--- src/rsc_pkg.sv ---
`timescale 1ns / 1ps

package rsc_pkg;

    localparam int STACK_DEPTH_DEF = 64;
    localparam int CMD_W           = 3;
    localparam int DATA_W          = 32;
    localparam int DEPTH_W         = 7;
    localparam int STATUS_W        = 3;
    localparam int OUT_TDATA_W     = 48;
    localparam int OUT_PAD_W       = OUT_TDATA_W - DATA_W - DEPTH_W - STATUS_W;
    localparam int DIV_STEPS       = 48;
    localparam int STEP_W          = $clog2(DIV_STEPS);

    localparam logic [DATA_W-1:0] Q_MAX       = 32'h7FFF_FFFF;
    localparam logic [DATA_W-1:0] Q_MIN       = 32'h8000_0000;
    localparam logic [DATA_W-1:0] MINUS_ONE_Q = 32'hFFFF_0000;
    localparam logic [63:0]       ROUND_HALF  = 64'h0000_0000_0000_8000;

    typedef enum logic [CMD_W-1:0] {
        CMD_PUSH    = 3'd0,
        CMD_ADD     = 3'd1,
        CMD_SUB     = 3'd2,
        CMD_MUL     = 3'd3,
        CMD_DIV     = 3'd4,
        CMD_DISCARD = 3'd5
    } cmd_t;

    typedef enum logic [STATUS_W-1:0] {
        ST_OK    = 3'd0,
        ST_UNDER = 3'd1,
        ST_OVF   = 3'd2,
        ST_DZ    = 3'd3,
        ST_SAT   = 3'd4
    } status_t;

    typedef struct packed {
        logic done;
        logic sat;
        logic dz;
    } alu_stat_t;

    typedef struct packed {
        logic              sat;
        logic [DATA_W-1:0] value;
    } clamp_t;

    // signed result from a magnitude, saturated to Q16.16 range
    function automatic clamp_t clamp_mag(input logic [47:0] mag, input logic neg);
        clamp_t c;
        if (!neg)
        begin
            c.sat   = mag > 48'h0000_7FFF_FFFF;
            c.value = c.sat ? Q_MAX : mag[DATA_W-1:0];
        end
        else
        begin
            c.sat   = mag > 48'h0000_8000_0000;
            c.value = c.sat ? Q_MIN : (~mag[DATA_W-1:0] + 32'd1);
        end
        return c;
    endfunction

endpackage

--- src/rsc_stack_mem.sv ---
`timescale 1ns / 1ps

module rsc_stack_mem
    import rsc_pkg::*;
#(
    parameter  int DEPTH  = STACK_DEPTH_DEF,
    localparam int ADDR_W = $clog2(DEPTH)
)
(
    input  logic              clk,
    input  logic              wr_en,
    input  logic [ADDR_W-1:0] wr_addr,
    input  logic [DATA_W-1:0] wr_data,
    input  logic [ADDR_W-1:0] rd_addr,
    output logic [DATA_W-1:0] rd_data
);

    logic [DATA_W-1:0] mem [DEPTH];
    logic [DATA_W-1:0] rd_data_reg;

    always_ff @(posedge clk)
    begin
        if (wr_en)
        begin
            mem[wr_addr] <= wr_data;
        end
        rd_data_reg <= mem[rd_addr];
    end

    assign rd_data = rd_data_reg;

endmodule

--- config.mk ---
export PLATFORM = sky130hd
export DESIGN_NAME = rsc_stack_mem
export DESIGN_NICKNAME = d
export VERILOG_FILES = /design/src/rsc_pkg.sv /design/src/rsc_stack_mem.sv
export SDC_FILE = /design/constraint.sdc
export NUM_CORES = 2
export LEC_CHECK = 0
export BUFFER_PORTS_ARGS = -buffer_cell sky130_fd_sc_hd__buf_2
export CAP_MARGIN = 20
export CORE_ASPECT_RATIO = 0.9
export CORE_MARGIN = 3
export CORE_UTILIZATION = 50
export CTS_BUF_LIST = sky130_fd_sc_hd__clkbuf_8
export DETAILED_ROUTE_END_ITERATION = 7
export GPL_TIMING_DRIVEN = 0
export PLACE_DENSITY_LB_ADDON = 0.25
export SLEW_MARGIN = 10
export SYNTH_ARGS = -nofsm -noshare
export SYNTH_HDL_FRONTEND = slang
export SYNTH_SLANG_ARGS = --single-unit
export TNS_END_PERCENT = 10
--- constraint.sdc ---
create_clock -name clk -period 5.4 [get_ports clk]
set_input_delay 1.08 -clock clk [delete_from_list [all_inputs] [get_ports clk]]
set_output_delay 1.08 -clock clk [all_outputs]
set_load 0.02 [all_outputs]
* After elaboration in Yosys (flattened, before gate mapping)
Memory sizes are Yosys's and may differ from the RTL's. A register that Yosys moved wholly into a read port is not among the register bits. Cells that the tools add are included.
Word-level totals: bits in registers 0, latch bits 0, bits in writable memories 2048, bits in read-only memories 0, output and inout port bits 32, logic and storage cells 3, memories 1
Memory list:
- mem | depth 64, width 32, read ports 1, clocked after Yosys merged registers in 1, wr ports 1, RTL line rsc_stack_mem.sv:18 | logic [DATA_W-1:0] mem [DEPTH];
Cells by class: add/sub/neg operators 0, multipliers 0, divide/modulo/power cells 0, magnitude comparators 0, eq/ne operators 0, shifts and indexed selects 0, muxes and demuxes 2, bitwise logic cells 0, reduce and logical (&&, ||, !) cells 0
Operators with widths (number):
- 1-bit two-way mux | 2

* Depth between registers and ports, before layout
depth after elaboration 2, depth in mapped cells 10, mapped depth without buffers 5

* Worst setup path before layout
Ideal clock, no wire load.
path type input to register, start input wr_addr[3], end memory mem[48][0] (enable), arrival time 3.779 ns, data required time 4.939 ns, setup slack 1.160 ns, stages 4, path buffers 1, cells stage by stage clkbuf_1 > nor2b_1 > nand4b_1 > nor3_1
RTL lines:
- from (decl) | RTL line rsc_stack_mem.sv:12 | input logic [ADDR_W-1:0] wr_addr,
- to (decl) | RTL line rsc_stack_mem.sv:18
Straight into the memory's write port.

==> results by group <==
Power and ir drop
  • Peak VDD IR: approximately 0.29 mV
  • Leakage: just under 30 nW
  • Final Power: between 30 and 40 mW
  • Pwr dens: ~350 mW/mm2

Synthesis
  • Top-area cell type share of the netlist area: between 70% and 80%
  • Syn nets: 3370
  • Synth area leaders: edfxtp_1 (78%), mux4_2 (16%), mux2i_1 (1.2%)
  • Mapped cell area: between 0.07 and 0.08 mm2
  • Netlist cell types: 34
  • Yosys warning count: 0
  • Post-synth EDFFs: roughly 2.0k
  • Cell count after synthesis: ~3.3k
  • Top cell type by total area after synthesis: edfxtp_1
  • Synth async-reset ratio: 0%
  • Mean Syn Cell Area: about 24 um2
  • Top_reg_cell synth: edfxtp_1
  • Number of synthesized register bits: 2080
  • Seq/Total Area, Yosys: between 70 and 80%

GRT
  • Largest net degree at the start of global routing: 65
  • First-pass GRT wire length: around 330 mm
  • GRT Resource Usage Total: 30.0%
  • Initial antenna violation count: 24
  • Overflow after GRT: 0
  • Vias in the first global route: between 40k and 50k

Final layout
  • Final Instance Area: approximately 0.09 mm2
  • Max FFs per register: around 2.0k
  • Nets: 3941
  • Util after Layout: approximately three fifths
  • Non-filler instance count after layout: approximately 6.2k
  • Area Growth Syn to Fin: 16.1%
  • Layout cell share with drive strength beyond 1: between 30% and 40%

Route
  • Residual DRC: 0
  • DRC violation total after the first TritonRoute iteration: 7135
  • DRT Pass-1 Iters: 6
  • Drt total wl: ~240 mm
  • Wire per inst: between 30 and 40 um
  • DRT antenna net count: 0
  • Total number of vias: approximately 41k
  • Vias per std cell: ~6.6

STA
  • Final Hold Fails: 0
  • Final worst slack: 820 ps
  • Worst slew pin tran: between 1000 and 1500 ps
  • Worst hold slack: approximately 450 ps
  • Max Slew Vio Count: 0
  • Max-Slew Margin vs Limit: 19.4%
  • Minimum clock period: about 4600 ps
  • Maximum clock frequency: 0.218 GHz
  • Setup TNS: 0 ps
  • Tcrit/Tclk final: between 80% and 90%
  • Final setup vio count: 0
  • Unrepaired setup endpoints after global routing: false
  • Clk_skew: between 80 and 90 ps

CTS
  • Num Clock Sinks: roughly 2.1k
  • Clock transition at the registers of the reported paths: 60 ps
  • CTS hold repair buffers: 0
  • Latest clock arrival within the worst-skew pair: ~1100 ps
  • Post-CTS resize count: 0
  • CTS H-tree depth: 5
  • Setup repair bufs after CTS: 0
  • CTS tree: built
  • CTS Buffer Depth: 4
  • TritonCTS Buffers: 340
  • CTS Root Cell: clkbuf_8

Placement
  • Cell Count Post-Placement: around 5.6k
  • Hpwl dp: about 160 mm
  • Placed instance area: between 0.08 and 0.09 mm2
  • Buffers on Ports: 69
  • Routability cong.: roughly 0.87
  • Dpl ws: -81.4 ps

Min path
  • Worst min path class: in2reg

Die
  • Die Wd: about 420 um
  • Die Y: between 300 and 400 um
  • I/O Pins: 78
  • Site row count: about 140
  • Core area: 0.155 mm2
  • Area of the die: between 0.15 and 0.2 mm2
  • Initial core utilization: 50.5%

Setup path
  • Startpoint Class: input port
  • CP max FO: 11
  • Crit path DAT: ~5500 ps
  • Crit end category: flip-flop
  • WS Path Type: in2reg
  • Worst Path Required: about 6300 ps

Outcome
  • Status: finished clean

Job
  • Maxcap violations: 0
## kinds of logic after synthesis
group                  share of synthesized area [%]
AOI/OAI and AO/OA                               1.67
buffers and inverters                           1.13
DFF                                             79.1
muxes                                           16.8
and+or+nand+nor                                 1.27
## where the power goes
group / leakage, nW / internal (mW) / switching, mW
logic: 6.91 / 0.656 / 1.27
clock network: 3.34 / 6.07 / 6.07
registers: 18.7 / 17.9 / 0.0320
## critical path: stages
cell and delay [ps]:
buf_2 350, buf_2 460, buf_2 470, buf_1 830
nand3b_1 550, o221ai_1 590, a21oi_1 280, a21oi_1 620
nor2_1 170
## synth_stat cells (2+ instances only)
cell type  number
mux4_2        544
and2_1          2
nor3_1          7
mux2i_1        93
buf_2          57
or3b_2          3
buf_1          21
or3b_1          2
or3_1           3
a22oi_1        12
a41o_1          4
nor2b_1        15
o221ai_1       27
nand2b_1        8
a21oi_1        62
o22ai_1        84
nand4_1         2
a311oi_1        8
nor2_1        137
nand2_1        26
dfxtp_1        32
clkbuf_1       74
nand3_1         5
buf_4          25
and3_1          4
o32ai_1         4
buf_6           5
edfxtp_1     2048
nand3b_1        5
## metal layers
metal	track usage (%)	routed length, um	up-vias
met5	0	27	-
met4	12.4	11700	4
met3	9.39	33700	630
met2	44.4	109000	3510
met1	41.8	86400	21600
li1	-	-	15500
## cells in the final DEF (no fill, tap or decap), types with 6 or more instances in the layout
cell,Yosys,final
edfxtp_1,2048,2048
mux4_2,544,544
clkbuf_8,0,352
buf_2,57,119
inv_1,0,110
mux2i_1,93,93
buf_12,0,91
o22ai_1,84,84
nor2_1,137,75
clkinv_1,0,73
clkbuf_1,74,68
a21oi_1,62,62
nor2_4,0,62
buf_16,0,51
buf_4,25,41
dfxtp_1,32,32
o221ai_1,27,27
nand2_1,26,26
buf_1,21,21
diode_2,0,19
clkinv_2,0,19
nor2b_1,15,15
a22oi_1,12,12
buf_6,5,8
nand2b_1,8,8
a311oi_1,8,8
clkbuf_2,0,6
clkinvlp_4,0,6
## cell type report
| type | instances | area [um2] |
|---|---|---|
| diodes | 19 | 47.5 |
| plain buffers | 182 | 893 |
| clock buffers | 352 | 4840 |
| clock inverters | 211 | 896 |
| fillers | 10900 | 64300 |
| multi-input cells | 1062 | 16000 |
| flip-flops and latches | 2080 | 62100 |
| well taps | 2085 | 2610 |
| repair buffers | 229 | 3770 |
## final timing paths
kind	from	slack (ps)	depth (start not counted)	to
worst min-delay path	wr_data[8]	450	1	mem[2][8]$_DFFE_PP_
worst min register to register	mem[13][20]$_DFFE_PP_	950	4	rd_data[20]$_DFF_P_
worst max-delay path	rd_addr[1]	820	9	rd_data[9]$_DFF_P_
worst max register to register	mem[14][29]$_DFFE_PP_	2640	4	rd_data[29]$_DFF_P_
Power figures use the tool's default switching activity.
