File: config.mk
export PLATFORM = sky130hd
export DESIGN_NAME = rsc_alu
export DESIGN_NICKNAME = d
export VERILOG_FILES = /design/src/rsc_pkg.sv /design/src/rsc_alu.sv
export SDC_FILE = /design/constraint.sdc
export NUM_CORES = 2
export LEC_CHECK = 0
export BUFFER_PORTS_ARGS = -buffer_cell sky130_fd_sc_hd__buf_4
export CAP_MARGIN = 20
export CELL_PAD_IN_SITES_DETAIL_PLACEMENT = 0
export CELL_PAD_IN_SITES_GLOBAL_PLACEMENT = 1
export CORE_UTILIZATION = 52
export DETAILED_ROUTE_END_ITERATION = 10
export GPL_ROUTABILITY_DRIVEN = 0
export PLACE_DENSITY_LB_ADDON = 0.3
export SLEW_MARGIN = 20
export SYNTH_ARGS = -nofsm -noshare
export SYNTH_HDL_FRONTEND = slang
export SYNTH_SLANG_ARGS = --single-unit
File: constraint.sdc
create_clock -name clk -period 4.95 [get_ports clk]
set_clock_uncertainty 0.15 [all_clocks]
set_input_delay 1.2375 -clock clk [delete_from_list [all_inputs] [get_ports clk]]
set_output_delay 1.2375 -clock clk [all_outputs]
set_load 0.01 [all_outputs]
File: src/rsc_pkg.sv
`timescale 1ns / 1ps

package rsc_pkg;

    localparam int STACK_DEPTH_DEF = 64;
    localparam int CMD_W           = 3;
    localparam int DATA_W          = 32;
    localparam int DEPTH_W         = 7;
    localparam int STATUS_W        = 3;
    localparam int OUT_TDATA_W     = 48;
    localparam int OUT_PAD_W       = OUT_TDATA_W - DATA_W - DEPTH_W - STATUS_W;
    localparam int DIV_STEPS       = 48;
    localparam int STEP_W          = $clog2(DIV_STEPS);

    localparam logic [DATA_W-1:0] Q_MAX       = 32'h7FFF_FFFF;
    localparam logic [DATA_W-1:0] Q_MIN       = 32'h8000_0000;
    localparam logic [DATA_W-1:0] MINUS_ONE_Q = 32'hFFFF_0000;
    localparam logic [63:0]       ROUND_HALF  = 64'h0000_0000_0000_8000;

    typedef enum logic [CMD_W-1:0] {
        CMD_PUSH    = 3'd0,
        CMD_ADD     = 3'd1,
        CMD_SUB     = 3'd2,
        CMD_MUL     = 3'd3,
        CMD_DIV     = 3'd4,
        CMD_DISCARD = 3'd5
    } cmd_t;

    typedef enum logic [STATUS_W-1:0] {
        ST_OK    = 3'd0,
        ST_UNDER = 3'd1,
        ST_OVF   = 3'd2,
        ST_DZ    = 3'd3,
        ST_SAT   = 3'd4
    } status_t;

    typedef struct packed {
        logic done;
        logic sat;
        logic dz;
    } alu_stat_t;

    typedef struct packed {
        logic              sat;
        logic [DATA_W-1:0] value;
    } clamp_t;

    // signed result from a magnitude, saturated to Q16.16 range
    function automatic clamp_t clamp_mag(input logic [47:0] mag, input logic neg);
        clamp_t c;
        if (!neg)
        begin
            c.sat   = mag > 48'h0000_7FFF_FFFF;
            c.value = c.sat ? Q_MAX : mag[DATA_W-1:0];
        end
        else
        begin
            c.sat   = mag > 48'h0000_8000_0000;
            c.value = c.sat ? Q_MIN : (~mag[DATA_W-1:0] + 32'd1);
        end
        return c;
    endfunction

endpackage

File: src/rsc_alu.sv
`timescale 1ns / 1ps

module rsc_alu
    import rsc_pkg::*;
(
    input  logic              clk,
    input  logic              rst_n,
    input  logic              start,
    input  cmd_t              op,
    input  logic [DATA_W-1:0] a,
    input  logic [DATA_W-1:0] b,
    output logic [DATA_W-1:0] result,
    output alu_stat_t         stat
);

    typedef enum logic [3:0] {
        A_IDLE = 4'b0001,
        A_MUL  = 4'b0010,
        A_DIV  = 4'b0100,
        A_FIN  = 4'b1000
    } alu_state_t;

    alu_state_t        state_reg, state_next;
    logic              done_reg, done_next;
    logic [STEP_W-1:0] step_reg, step_next;

    logic [63:0]       prod_reg;
    logic [47:0]       dvd_reg;
    logic [DATA_W-1:0] rem_reg;
    logic [DATA_W-1:0] den_reg;
    logic              neg_reg;
    logic [DATA_W-1:0] result_reg;
    logic              sat_reg;
    logic              dz_reg;

    logic [DATA_W-1:0] mag_a, mag_b;
    logic [DATA_W:0]   sum;
    logic [63:0]       rnd;
    logic [DATA_W:0]   rem_sh;
    logic              ge;
    logic [DATA_W:0]   rem_sub;
    clamp_t            mul_c, div_c;

    assign mag_a  = a[DATA_W-1] ? (~a + 32'd1) : a;
    assign mag_b  = b[DATA_W-1] ? (~b + 32'd1) : b;
    assign sum    = (op == CMD_SUB) ? ({a[DATA_W-1], a} - {b[DATA_W-1], b})
                                    : ({a[DATA_W-1], a} + {b[DATA_W-1], b});
    assign rnd    = prod_reg + ROUND_HALF;
    assign mul_c  = clamp_mag(rnd[63:16], neg_reg);
    assign div_c  = clamp_mag(dvd_reg, neg_reg);

    // restoring divide, one quotient bit per cycle
    assign rem_sh  = {rem_reg, dvd_reg[47]};
    assign ge      = rem_sh >= {1'b0, den_reg};
    assign rem_sub = rem_sh - {1'b0, den_reg};

    always_comb
    begin
        state_next = state_reg;
        done_next  = 1'b0;
        step_next  = step_reg;
        unique case (state_reg)
            A_IDLE:
            begin
                if (start)
                begin
                    case (op) inside
                        CMD_MUL:  state_next = A_MUL;
                        CMD_DIV:
                        begin
                            if (b == '0)
                            begin
                                done_next = 1'b1;
                            end
                            else
                            begin
                                state_next = A_DIV;
                                step_next  = '0;
                            end
                        end
                        default:  done_next = 1'b1;
                    endcase
                end
            end
            A_MUL:
            begin
                done_next  = 1'b1;
                state_next = A_IDLE;
            end
            A_DIV:
            begin
                step_next = step_reg + 1'b1;
                if (step_reg == STEP_W'(DIV_STEPS - 1))
                begin
                    state_next = A_FIN;
                end
            end
            A_FIN:
            begin
                done_next  = 1'b1;
                state_next = A_IDLE;
            end
            default:
            begin
                state_next = A_IDLE;
            end
        endcase
    end

    always_ff @(posedge clk or negedge rst_n)
    begin
        if (!rst_n)
        begin
            state_reg <= A_IDLE;
            done_reg  <= 1'b0;
            step_reg  <= '0;
        end
        else
        begin
            state_reg <= state_next;
            done_reg  <= done_next;
            step_reg  <= step_next;
        end
    end

    always_ff @(posedge clk)
    begin
        case (state_reg)
            A_IDLE:
            begin
                if (start)
                begin
                    neg_reg  <= a[DATA_W-1] ^ b[DATA_W-1];
                    prod_reg <= 64'(mag_a) * 64'(mag_b);
                    dvd_reg  <= {mag_a, 16'h0000};
                    rem_reg  <= '0;
                    den_reg  <= mag_b;
                    dz_reg   <= 1'b0;
                    sat_reg  <= 1'b0;
                    case (op) inside
                        CMD_ADD, CMD_SUB:
                        begin
                            sat_reg    <= sum[DATA_W] != sum[DATA_W-1];
                            result_reg <= (sum[DATA_W] != sum[DATA_W-1])
                                        ? (sum[DATA_W] ? Q_MIN : Q_MAX)
                                        : sum[DATA_W-1:0];
                        end
                        CMD_DIV:
                        begin
                            if (b == '0)
                            begin
                                dz_reg     <= 1'b1;
                                result_reg <= a[DATA_W-1] ? Q_MIN
                                            : ((a == '0) ? '0 : Q_MAX);
                            end
                        end
                        default:
                        begin
                        end
                    endcase
                end
            end
            A_MUL:
            begin
                sat_reg    <= mul_c.sat;
                result_reg <= mul_c.value;
            end
            A_DIV:
            begin
                rem_reg <= ge ? rem_sub[DATA_W-1:0] : rem_sh[DATA_W-1:0];
                dvd_reg <= {dvd_reg[46:0], ge};
            end
            A_FIN:
            begin
                sat_reg    <= div_c.sat;
                result_reg <= div_c.value;
            end
            default:
            begin
            end
        endcase
    end

    assign result    = result_reg;
    assign stat.done = done_reg;
    assign stat.sat  = sat_reg;
    assign stat.dz   = dz_reg;

endmodule

# [After elaboration in Yosys (flattened, before gate mapping)]
# Cells that the tools add are included.
# Widths: inputs -> output; s select.
[op_classes] n_mul=1 reduce_logical=13 add_sub_neg=9 magnitude_cmp=5 bitwise=6 n_mux=42 n_eq_ne=19
[ops] op="$mux 32" n=15
[ops] op="$add 32x1->32 const B" n=4
[ops] op="$not 32->32" n=4
[ops] op="$mux 33" n=3
[ops] op="$gt 48x31->1 const B" n=2
[ops] op="$gt 48x32->1 const B" n=2
[ops] op="$pmux 32 s3" n=1
[ops] op="$pmux 48 s2" n=1
[ops] op="$add 64x16->64 const B" n=1
[ops] op="$logic_not 32->1" n=2
[ops] op="$mul 32x32->64" n=1
[ops] op="$pmux 32 s2" n=1
[ops] op="$mux 48" n=1
[ops] op="$add 32x32->33" n=1
[ops] op="$ge 33x32->1" n=1
[ops] op="$sub 32x32->33" n=1
[ops] op="$sub 32x32->32" n=1
[ops] op="$mux 31" n=1
[ops] op="$mux 6" n=4
[ops] op="$mux 4" n=5
[ops] op="$ne 3x3->1 const B" n=4
[ops] op="$pmux 6 s2" n=1
[ops] op="$ne 2x2->1 const B" n=5
[ops] op="$pmux 4 s2" n=1
[ops] op="other kinds (22)" n=32
[totals] inputBits=70 out_inout_bits=35 ff_bits=222

# [Logic depth before layout (Yosys ltp)]
[logic_depth] depth_word=8 mapped_depth=40 depth_no_buf=37

# [Worst setup path before layout]
# Ideal clock, no wire load.
[synth_path] path_kind="input port to flip-flop" startpoint="input b[6]" endpoint="register prod_reg[47] (data pin)" slack_ns=-6.000 required_time_ns=4.539 cell_stages=32 t_arrival_ns=10.539 cell_sequence="buf_2 nor3_1 nand2_1 or4_4 or3_4 or4_4 nand2b_4 or3_4 nor3_1 ha_1 clkbuf_1 nand2_1 fa_1 fa_1 inv_1 fa_1 fa_1 fa_1 fa_1 fa_1 inv_1 fa_1 inv_1 ha_1 a211oi_1 nand2_1 o2111ai_1 a21boi_1 o31ai_1 inv_1 a311o_1 xor2_1"
[synth_via] elab_chain_len=4
[synth_rtl] item="from (decl)" line="rsc_alu.sv:11" source="input logic [DATA_W-1:0] b,"
[synth_rtl] item="$not 32->32" line="rsc_alu.sv:45" source="assign mag_b = b[DATA_W-1] ? (~b + 32'd1) : b;"
[synth_rtl] item="$add 32x1->32" line="rsc_alu.sv:45"
[synth_rtl] item="$mux 32" line="rsc_alu.sv:45"
[synth_rtl] item="net mag_b[31]" line="rsc_alu.sv:36" source="logic [DATA_W-1:0] mag_a, mag_b;"
[synth_rtl] item="$mul 32x32->64" line="rsc_alu.sv:134" source="prod_reg <= 64'(mag_a) * 64'(mag_b);"
[synth_rtl] item="to (signal assigned)" line="rsc_alu.sv:134"
[synth_rtl] item="to (decl)" line="rsc_alu.sv:27" source="logic [63:0] prod_reg;"
# The timed path passes the listed nets, and every way through them passes these cells.
# A chain may end at the register's enable or synchronous reset.

# [Worst setup path in the final report]
[layout_path] startpoint="input b[3]" endpoint="register prod_reg[55] (data pin)"
[layout_via] elab_chain_len=4
[layout_rtl] item="$not 32->32" line="rsc_alu.sv:45"
[layout_rtl] item="$add 32x1->32" line="rsc_alu.sv:45"
[layout_rtl] item="$mux 32 *" line="rsc_alu.sv:45"
[layout_rtl] item="$mul 32x32->64 *" line="rsc_alu.sv:134"
# Mark *: on every way between the ends. The rest lies on a longest branch, timed or not.

==> reports/summary.txt <==
CTS H-tree lvls: 1
final core occ: 0.6798
Worst Path Arrival: 10.37 ns
die height: 307.4 um
total grt overflow: 0
Avg WL per Cell: 23.96 um
Post-Layout Inst Area: 62600 um^2
Post-Syn Instances: 5524
Clk Latency, worst-skew pair: 0.56 ns
Post-Synth Adder-Cell Area: 0.4558
vias in the first global route: 46.03k
core area: 92080 um^2
multiplexer area fraction after synthesis: 0.007273
Setup Crit Path Kind: in2reg
main combinational cell family by area after synthesis: adder cells
slowest CP cell: fa_2
hold buffer count at cts: 0
syn nets: 6823
required time of the critical path: 5.09 ns
post-route ant nets: 0
count of pins over their slew limit: 0
CP most frequent cell: fa_1
largest net degree at the start of global routing: 91
I/O pins: 105
Worst-Margin Slew: 1.006 ns
# setup viols final: 82
Slew headroom: 0.3296
Total Routing Usage GR: 0.3914
Post-Synth Simple-Gate Area: 0.1662
Area growth, synth to finish: 29.03%
Post-synth ARST share: 0.05314
critical path fanouts, max: 4
max incr delay on CP: 0.57 ns
XOR/XNOR Fraction of Synth Area: 0.05019
post-DP HPWL: 149800 um
Detailed Routing Iterations Pass 1: 8
total CTS buffers: 24
Period Utilization, post-route: 2.066
Worst Hold Class: reg2reg
first-pass GRT wire length: 274100 um
commonest non-fill, non-tap cell in the layout: inv_1
final setup margin: -5.277 ns
root buffer cell: clkbuf_16
Synth Cell Area: 48510 um^2
initial antenna violation count: 15
DRC: 0
Maximum Capacitance Violations: 0
Max clock buf depth: 3
max frequency: 0.09778 GHz
cell area after placement: 58220 um^2
Primary FF master, synth: edfxtp_1
clock sink total: 207
Avg Vias per Cell: 5.785
Post-synth EDFFs: 196
Initial Util: 0.5268
IO Port Bufs: 104
starting DRC count in detailed routing: 4240
violated checks: negative setup slack
CTS tree: built
DP Worst Slack: -6.225 ns
max FFs per register: 49
Synth Register Bits: 207
status: finished with violations
drt total wl: 184600 um
Distinct cells, synth: 99
Startpoint Class: primary input
sequential area share after synthesis: 0.1270
Hold Violations, Final: 0
Synth Area in Compound Gates: 0.08986
die area: 94520 um^2
die extent in x: 307.4 um
Tmin final: 10.23 ns
most frequent cells in the layout: 976 x inv_1, 960 x buf_4, 868 x fa_1, 713 x nor2_1, 597 x nand2_1
nets@finish: 7739
mean post-synth cell area: 8.782 um^2
# rows: 111
crit end category: register
RSZ-0062 raised after global routing: yes
Clock Pin Slew Worst Setup and Hold Paths: 0.06 ns
vias: 44.55k
Syn. warnings: 0
share of cells above drive strength 1: 0.2560
[routing by layer]
| layer | global-route usage | vias up | part of all wire |
|---|---|---|---|
| li1 | - | 19212 | - |
| met1 | 0.4814 | 22006 | 0.36 |
| met2 | 0.6157 | 2549 | 0.45 |
| met3 | 0.09036 | 764 | 0.11 |
| met4 | 0.2633 | 22 | 0.087 |
| met5 | 0 | - | 0.00077 |
[worst max-delay path, delay by kind of cell]
kind | cells | cell delay (ns)
fa+ha+maj | 9 | 4.43
simple gates | 7 | 1.88
compound gates | 9 | 1.49
buf+inv | 11 | 1.03
xor+xnor | 2 | 0.32
[Yosys cell counts, types with 26 or more instances]
| cell | n | area share |
|---|---|---|
| inv_1 | 1039 | 0.080 |
| fa_1 | 897 | 0.37 |
| nor2_1 | 751 | 0.058 |
| nand2_1 | 622 | 0.048 |
| ha_1 | 332 | 0.086 |
| clkbuf_1 | 215 | 0.017 |
| edfxtp_1 | 196 | 0.12 |
| a21oi_1 | 166 | 0.017 |
| xor2_1 | 153 | 0.028 |
| xnor2_1 | 120 | 0.022 |
| o21ai_0 | 100 | 0.010 |
| nor3_1 | 82 | 0.0085 |
| a21o_1 | 76 | 0.012 |
| nand3_1 | 57 | 0.0059 |
| and2_1 | 44 | 0.0057 |
| nand4_1 | 43 | 0.0055 |
| nor4_1 | 34 | 0.0044 |
| and3_1 | 33 | 0.0043 |
| mux2i_1 | 33 | 0.0068 |
| a211oi_1 | 29 | 0.0045 |
| nand2b_1 | 28 | 0.0036 |
| o31ai_1 | 28 | 0.0043 |
| o32a_1 | 28 | 0.0058 |
| a221oi_1 | 27 | 0.0049 |
| nor2b_1 | 27 | 0.0035 |
| buf_2 | 26 | 0.0027 |
[stage by stage]
| stage | cells | TNS, ns | hold slack (ns) |
|---|---|---|---|
| after floorplan | 5524 | -270.51 | 0.2926 |
| after global placement | 7528 | -331.24 | 0.3165 |
| after detailed placement | 7529 | -331.45 | 0.3256 |
| after CTS | 7672 | -278.11 | 0.3347 |
| after global routing | 7700 | -284.02 | 0.3474 |
| final | 7702 | -270.25 | 0.3373 |
[final cells by class]
cell class              count  area (um^2)
multi-input cells        4001        40040
fillers                  7222        29480
repair buffers           1149        10030
flip-flops and latches    207         6162
inverters                1057         4006
well taps                1243         1555
clock buffers              26        608.1
clock inverters            17        190.2
diodes                      2        5.005
[cells by family after synthesis]
group	after synthesis
and+or+nand+nor	1826
buffers and inverters	1316
adders and majority gates	1229
AOI/OAI and AO/OA	636
xor gates and xnor gates	275
DFF	207
muxes	35
[final timing paths]
path | end | slack (ns) | start | depth (start not counted)
setup / recovery | prod_reg[55]$_DFFE_PP_ | -5.28 | b[3] | 38
hold / removal | step_reg[5]$_DFFE_PN0P_ | 0.34 | step_reg[5]$_DFFE_PN0P_ | 1
setup reg to reg | result[18]$_DFFE_PP_ | 0.07 | prod_reg[15]$_DFFE_PP_ | 12
hold reg to reg | step_reg[5]$_DFFE_PN0P_ | 0.34 | step_reg[5]$_DFFE_PN0P_ | 1
max in group asynchronous | state_reg[0]$_DFFE_PN1P_ | 4.08 | rst_n | 1
min in group asynchronous | done_reg$_DFF_PN0_ | 0.35 | rst_n | 1
[repair_timing]
item / CTS / global route
setup buffers: 112 / 52
resized for setup: 379 / 183
cloned: 8 / 0
endpoints found under the setup margin: 82 / 82
pin swaps: 234 / 145
hold endpoints to repair: 0 / 0
Power is not shown: default switching activity piles up to over one toggle a cycle in this logic, so the estimate is an artifact.
